$ cat src/design/acp_pkg.sv
// Shared constants, codes and types for the ASAP column packer.
package acp_pkg;

	// Geometry
	localparam int MAX_QUBITS   = 32;
	localparam int COLUMN_BITS  = 16;
	localparam int ROWS         = MAX_QUBITS + 1;
	localparam int CLS_ROW      = MAX_QUBITS;
	localparam int MASK_BITS    = 32;
	localparam int QCOUNT_BITS  = 6;
	localparam int TREE_LEVELS  = $clog2(ROWS);
	localparam int TREE_LEAVES  = 2 ** TREE_LEVELS;
	localparam int SMEAR_STEPS  = $clog2(MAX_QUBITS);

	localparam logic [COLUMN_BITS-1:0] CURSOR_MAX = '1;
	localparam logic [QCOUNT_BITS-1:0] QCOUNT_MAX = QCOUNT_BITS'(MAX_QUBITS);
	localparam logic [QCOUNT_BITS-1:0] QCOUNT_RST = QCOUNT_BITS'(32);

	// Stream field widths
	localparam int S_TDATA_BITS = MASK_BITS;
	localparam int S_TUSER_BITS = 4;
	localparam int M_TDATA_BITS = COLUMN_BITS;

	// Configuration port
	localparam int CFG_IDX_BITS  = 1;
	localparam int CFG_DATA_BITS = QCOUNT_BITS;
	localparam logic [CFG_IDX_BITS-1:0] REG_QUBIT_COUNT = 1'b0;
	localparam logic [CFG_IDX_BITS-1:0] REG_CLS_ENABLE  = 1'b1;

	// Operation codes
	localparam logic OP_PLACE = 1'b0;
	localparam logic OP_CLEAR = 1'b1;

	// Gate kinds (code 3 behaves as plain)
	localparam logic [1:0] KIND_PLAIN    = 2'd0;
	localparam logic [1:0] KIND_SPANNING = 2'd1;
	localparam logic [1:0] KIND_BARRIER  = 2'd2;

	typedef logic [COLUMN_BITS-1:0] column_t;

	// Rows a gate touches
	typedef struct packed {
		logic [MAX_QUBITS-1:0] qubits;
		logic                  classical;
	} acp_touch_t;

endpackage

$ cat src/design/acp_row_select.sv
// Touched-row decode: qubit rows and the classical row hit by one gate.
module acp_row_select (
	input  logic [1:0]                      gate_kind,
	input  logic [acp_pkg::MASK_BITS-1:0]   qubit_mask,
	input  logic                            is_conditional,
	input  logic [acp_pkg::QCOUNT_BITS-1:0] qubit_count,
	input  logic                            cls_enable,
	output acp_pkg::acp_touch_t             touch
);
	import acp_pkg::*;

	logic [QCOUNT_BITS-1:0] rows_used;
	logic [MAX_QUBITS-1:0]  use_mask;
	logic [MAX_QUBITS-1:0]  named;
	logic [MAX_QUBITS-1:0]  fill_up;
	logic [MAX_QUBITS-1:0]  fill_dn;

	// Clamp row count, build in-use mask
	always_comb begin
		rows_used = (qubit_count > QCOUNT_MAX) ? QCOUNT_MAX : qubit_count;
		for (int r = 0; r < MAX_QUBITS; r++) begin
			use_mask[r] = (QCOUNT_BITS'(r) < rows_used);
		end
		named = qubit_mask[MAX_QUBITS-1:0] & use_mask;
	end

	// Span fill: smear named bits up and down, overlap is lowest..highest
	always_comb begin
		fill_up = named;
		fill_dn = named;
		for (int s = 0; s < SMEAR_STEPS; s++) begin
			fill_up = fill_up | (fill_up << (2 ** s));
			fill_dn = fill_dn | (fill_dn >> (2 ** s));
		end
	end

	// Select by gate kind
	always_comb begin
		case (gate_kind)
			KIND_BARRIER: begin
				touch.qubits    = use_mask;
				touch.classical = cls_enable;
			end
			KIND_SPANNING: begin
				touch.qubits    = fill_up & fill_dn;
				touch.classical = 1'b0;
			end
			default: begin
				touch.qubits    = named;
				touch.classical = is_conditional & cls_enable;
			end
		endcase
	end

endmodule

$ cat src/design/asap_column_packer_core.sv
// Top level of the ASAP column packer: stream ports, cursors, max and update.
//
//  channel | dir | handshake          | payload
//  --------+-----+--------------------+-------------------------------------------
//  s       | in  | s_tvalid/s_tready  | tdata: qubit_mask; tuser: op, kind, cond
//  m       | out | m_tvalid/m_tready  | tdata: column
//  cfg     | in  | cfg_we             | cfg_index, cfg_wdata
//
// One gate per cycle sustained while the result side keeps m_tready high. A result
// is registered first in the input register, then in the result register.
// The 33-row max tree and cursor update sit between those two registers, so each
// gate sees the cursors the previous one left. Reset clears cursors, both valid
// flags and the classical enable, and sets the qubit count to 32. A stalled result
// holds the pipe; the input register still takes one item.
module asap_column_packer_core (
	input  logic                                clk,
	input  logic                                arst_n,
	input  logic                                s_tvalid,
	output logic                                s_tready,
	input  logic [acp_pkg::S_TDATA_BITS-1:0]    s_tdata,   // [31:0] qubit_mask
	input  logic [acp_pkg::S_TUSER_BITS-1:0]    s_tuser,   // [0] operation, [2:1] gate_kind,
	                                                       // [3] is_conditional
	output logic                                m_tvalid,
	input  logic                                m_tready,
	output logic [acp_pkg::M_TDATA_BITS-1:0]    m_tdata,   // [15:0] column
	input  logic                                cfg_we,
	input  logic [acp_pkg::CFG_IDX_BITS-1:0]    cfg_index,
	input  logic [acp_pkg::CFG_DATA_BITS-1:0]   cfg_wdata
);
	import acp_pkg::*;

	// Configuration
	logic [QCOUNT_BITS-1:0] qcount_q;
	logic                   cls_en_q;

	// Input register
	logic                   valid_s1;
	logic                   op_s1;
	logic [1:0]             kind_s1;
	logic [MASK_BITS-1:0]   mask_s1;
	logic                   cond_s1;

	// Cursors and result register
	column_t                cursor_q [ROWS];
	logic                   out_valid_q;
	column_t                column_q;

	acp_touch_t             touch;
	logic [ROWS-1:0]        hit;
	column_t                tree [TREE_LEVELS+1][TREE_LEAVES];
	column_t                col_max;
	column_t                col_next;
	logic                   advance;

	assign advance  = valid_s1 & (~out_valid_q | m_tready);
	assign s_tready = ~valid_s1 | ~out_valid_q | m_tready;
	assign m_tvalid = out_valid_q;
	assign m_tdata  = column_q;

	// Configuration writes
	always_ff @(posedge clk or negedge arst_n) begin
		if (!arst_n) begin
			qcount_q <= QCOUNT_RST;
			cls_en_q <= 1'b0;
		end else if (cfg_we) begin
			case (cfg_index)
				REG_QUBIT_COUNT: qcount_q <= cfg_wdata;
				REG_CLS_ENABLE:  cls_en_q <= cfg_wdata[0];
				default:         ;
			endcase
		end
	end

	// Input register control
	always_ff @(posedge clk or negedge arst_n) begin
		if (!arst_n) begin
			valid_s1 <= 1'b0;
		end else if (s_tready) begin
			valid_s1 <= s_tvalid;
		end
	end

	// Input register payload
	always_ff @(posedge clk) begin
		if (s_tvalid && s_tready) begin
			op_s1   <= s_tuser[0];
			kind_s1 <= s_tuser[2:1];
			cond_s1 <= s_tuser[3];
			mask_s1 <= s_tdata[MASK_BITS-1:0];
		end
	end

	acp_row_select u_rows (
		.gate_kind      (kind_s1),
		.qubit_mask     (mask_s1),
		.is_conditional (cond_s1),
		.qubit_count    (qcount_q),
		.cls_enable     (cls_en_q),
		.touch          (touch)
	);

	assign hit = {touch.classical, touch.qubits};

	// Max tree over the touched cursors (untouched rows count as zero)
	always_comb begin
		for (int i = 0; i < TREE_LEAVES; i++) begin
			tree[0][i] = '0;
		end
		for (int i = 0; i < ROWS; i++) begin
			tree[0][i] = hit[i] ? cursor_q[i] : '0;
		end
		for (int l = 0; l < TREE_LEVELS; l++) begin
			for (int i = 0; i < TREE_LEAVES; i++) begin
				tree[l+1][i] = '0;
			end
			for (int i = 0; i < (TREE_LEAVES >> (l + 1)); i++) begin
				tree[l+1][i] = (tree[l][2*i] > tree[l][2*i+1]) ? tree[l][2*i]
				                                                 : tree[l][2*i+1];
			end
		end
		col_max  = tree[TREE_LEVELS][0];
		col_next = (col_max == CURSOR_MAX) ? col_max : col_max + COLUMN_BITS'(1);
	end

	// Cursor update: clear all, or touched rows take column+1, held at the top column
	always_ff @(posedge clk or negedge arst_n) begin
		if (!arst_n) begin
			for (int i = 0; i < ROWS; i++) begin
				cursor_q[i] <= '0;
			end
		end else if (advance) begin
			for (int i = 0; i < ROWS; i++) begin
				if (op_s1 == OP_CLEAR) begin
					cursor_q[i] <= '0;
				end else if (hit[i]) begin
					cursor_q[i] <= col_next;
				end
			end
		end
	end

	// Result register control
	always_ff @(posedge clk or negedge arst_n) begin
		if (!arst_n) begin
			out_valid_q <= 1'b0;
		end else if (advance) begin
			out_valid_q <= 1'b1;
		end else if (m_tready) begin
			out_valid_q <= 1'b0;
		end
	end

	// Result payload
	always_ff @(posedge clk) begin
		if (advance) begin
			column_q <= (op_s1 == OP_CLEAR) ? '0 : col_max;
		end
	end

endmodule

$ cat config.mk
export PLATFORM = sky130hd
export DESIGN_NAME = asap_column_packer_core
export DESIGN_NICKNAME = d
export VERILOG_FILES = /design/src/design/acp_pkg.sv /design/src/design/acp_row_select.sv /design/src/design/asap_column_packer_core.sv
export SDC_FILE = /design/constraint.sdc
export NUM_CORES = 2
export LEC_CHECK = 0
export BUFFER_PORTS_ARGS = -buffer_cell sky130_fd_sc_hd__clkbuf_2
export CAP_MARGIN = 20
export CORE_MARGIN = 2
export CORE_UTILIZATION = 51
export CTS_CLUSTER_SIZE = 14
export DETAILED_ROUTE_END_ITERATION = 16
export GPL_TIMING_DRIVEN = 0
export HOLD_SLACK_MARGIN = 0.03
export PLACE_DENSITY = 0.67
export RECOVER_POWER = 50
export SLEW_MARGIN = 20
export SYNTH_ARGS = -nofsm -noshare
export SYNTH_HDL_FRONTEND = slang
export SYNTH_SLANG_ARGS = --single-unit
$ cat constraint.sdc
create_clock -name clk -period 29.7 [get_ports clk]
set_input_delay 1.485 -clock clk [delete_from_list [all_inputs] [get_ports clk]]
set_output_delay 1.485 -clock clk [all_outputs]
set_load 0.02 [all_outputs]
==> impl_metrics.toml <==
[drt]
ant_nets = 0
wire_per_inst_um = 24.4
drtIter0Drc = 4934
drcViolationCount = 0
wirelength_um = 171000
via_per_inst = 6.35
dr.pass1.iters = 7
vias = 44500

[global_route]
grt_use_total_pct = 36.2
busiest_layer = "met2"
antenna_found_initial = 10
grt_first_pass_wirelength_um = 259000
grt.met1_usage_pct = 49.7
grt_overflow = 0
grt_pass1_vias = 42000
grt_max_degree = 90
use_met3_pct = 6.00
gr-usage-met2_pct = 55.5

[sta]
setup_viol = 0
fin_skew_ps = 27.0
setup_tns_ps = 0
finalMaxSlewViolations = 543
period_needed_ps = 27620
finalHoldViolCount = 0
max_freq_ghz = 0.0362
tightest_slew_ps = 4810
max-slew-margin-rel_pct = -221
final.period_utilization_pct = 93.0
rsz0062_at_grt = "no"

[logic_synthesis]
synth_top_area_cell = "dfrtp_1"
syn_area_sq_um = 46400
syn_area_per_cell_sq_um = 8.26
seq_area_frac_synth_pct = 32.3
synth_area_leaders = "dfrtp_1, ha_1, nand2_1"
syn_inst = 5616
synth_top_area_share_pct = 28.9
synth_ff_type = "dfrtp_1"
syn-num-nets = 6153
async_reset_ff_share_pct = 91.2
yosys_warnings = 0
synth_edf_count = 52
ys_ff_latch = 589
ys_types = 115

[final_layout]
regArea_sq_um = 15000
area_growth_pct = 9.08
final_nets = 6304
n_fill_cell = 8518
multi_input_area_sq_um = 29000
layout-drive-gt1-share_pct = 6.75

[cts]
holdBufCountCts = 0
htree_levels = 3
clock_sinks = 589
clock_path_buffers = 3
numCtsBuffers = 69
clock_latency_ps = 670
ctsRootBufferMaster = "clkbuf_16"
cts_resized = 0
cts.clk_slew.worst_paths_ps = 60
cts_tree = "built"
post_cts_buffers = 0

[status]
violations = "max-capacitance violations, max-slew violations"
status = "finished with violations"

[critical_path]
crit_arrival_ps = 28110
reg2reg_from = "kind_s1[1]"
cp-end-kind = "flip-flop"
rrSetupSlack_ps = 2080
cp_top_family = "compound AO/OA/AOI/OAI gates"
cp.buffers_inverters = 23
timing.critical_path.mode_cell = "a21o_1"
cp_slowest_cell = "a21oi_1"
path_class = "flip-flop to flip-flop"
slowest_delay_ps = 760
start_kind = "flip-flop"
r2r-end = "cursor_q[168]"
worstRegToRegCells = 107
crit_required_ps = 30190
cp_max_fo = 10

[floorplanning]
io_pins = 66
start_util_pct = 51.5
die_y_um = 306
core_area_sq_um = 90000
core.rowCount = 110
fp.dieW_um = 306
dieArea_sq_um = 93400

[hold_path]
min_path_type = "flip-flop to flip-flop"
whs_path_depth = 2
hold_path_end = "cursor_q[136]"
hold_path.startpoint = "cursor_q[136]"

[run]
maxCapViolations = 7

[placed_design]
numPortBuffers = 65
dp_hpwl_um = 131000
gp_congestion = 1.03
[synth_stat cells (14+ instances only)]
library cell / n
clkbuf_1: 248
nor2b_1: 61
or4_1: 48
mux2i_1: 89
o31a_1: 25
inv_1: 288
buf_2: 45
a31oi_1: 73
buf_1: 20
nor4_1: 21
and2_1: 156
o41ai_1: 18
nor3_1: 46
a21oi_1: 290
or3_1: 21
o211ai_1: 24
ha_1: 489
nand4_1: 88
edfxtp_1: 52
and3_1: 28
nand3_1: 177
o31ai_1: 29
a211o_1: 16
a211oi_1: 16
nor2_1: 320
o21ai_1: 83
nand2_1: 922
a22oi_1: 16
a22o_1: 267
or2_2: 36
mux2_2: 43
o22ai_1: 14
nand2b_1: 38
a21o_1: 138
dfrtp_1: 536
o21ai_0: 504
o21a_1: 44
[worst max-delay path by stage]
stage                     start            end  slack [ps]  cells after the start
finish               kind_s1[1]  cursor_q[168]        2080                    107
global route         kind_s1[1]  cursor_q[120]         510                    109
CTS                  kind_s1[1]  cursor_q[168]        2700                    107
detailed placement   kind_s1[1]  cursor_q[168]        2780                    107
global placement     kind_s1[1]  cursor_q[280]        2410                    106
floorplan           qcount_q[5]   cursor_q[30]        9730                    106
[layout by cell type, fill, tap and decap left out, drive strengths merged, types with 75 or more instances in the layout]
cell and count:
nor2 320, buf 86, a22o 267, nand2 922, nand3 178, clkbuf 414, a21oi 290, and2 157
mux2i 90, a31oi 75, inv 292, nand4 89, dfrtp 536, o21ai 588, ha 489, a21o 138
[cell type report]
type                       count  area share [%]
antenna                        4          0.0198
buffer                       327            2.75
clock buffer                  93            3.81
clock inverter                33           0.599
inverter                     289            2.14
multi-input combinational   4411            57.3
sequential                   589            29.7
tap                         1176            2.91
timing repair buffer          80           0.838
[cell families after synthesis]
group | Yosys count | synth area share, %
AOI/OAI and AO/OA | 1745 | 25.2
buffers and inverters | 616 | 5.31
adders and majority gates | 494 | 13.3
xor gates and xnor gates | 14 | 0.264
and+or+nand+nor | 2025 | 20.6
DFF | 589 | 32.3
muxes | 133 | 3.01
[tightest hold or removal path, cell delays in order, from the launching register on]
cell and delay (ps):
dfrtp_1 330, nand2_1 40, o21ai_0 60
[flip-flops by register name, summed over array words and instances, names as in the netlist]
register,count
cursor_q,528
qcount_q,6
op_s1,1
kind_s1,2
mask_s1,32
cond_s1,1
cls_en_q,1
valid_s1,1
m_tvalid,1
m_tdata,16
[through the flow]
| step | instances | utilization, % | cell area, sq um | worst slack, ps | hold WS [ps] |
|---|---|---|---|---|---|
| after global placement | 6857 | 53.5 | 48200 | 2410 | 455 |
| after detailed placement | 6869 | 53.9 | 48500 | 2780 | 465 |
| after global routing | 6998 | 56.2 | 50600 | 510 | 498 |
| after floorplan | 5616 | - | 46400 | 9730 | 442 |
| final | 7002 | 56.2 | 50600 | 2080 | 471 |
| after CTS | 6995 | 56.3 | 50700 | 2700 | 478 |
[per-layer routing]
metal	wire [um]	up-vias
li1	-	20700
met2	74300	1915
met1	72600	21400
met3	14300	441
met5	60	-
met4	9540	8
Power is not shown: default switching activity piles up to over one toggle a cycle in this logic, so the estimate is an artifact.
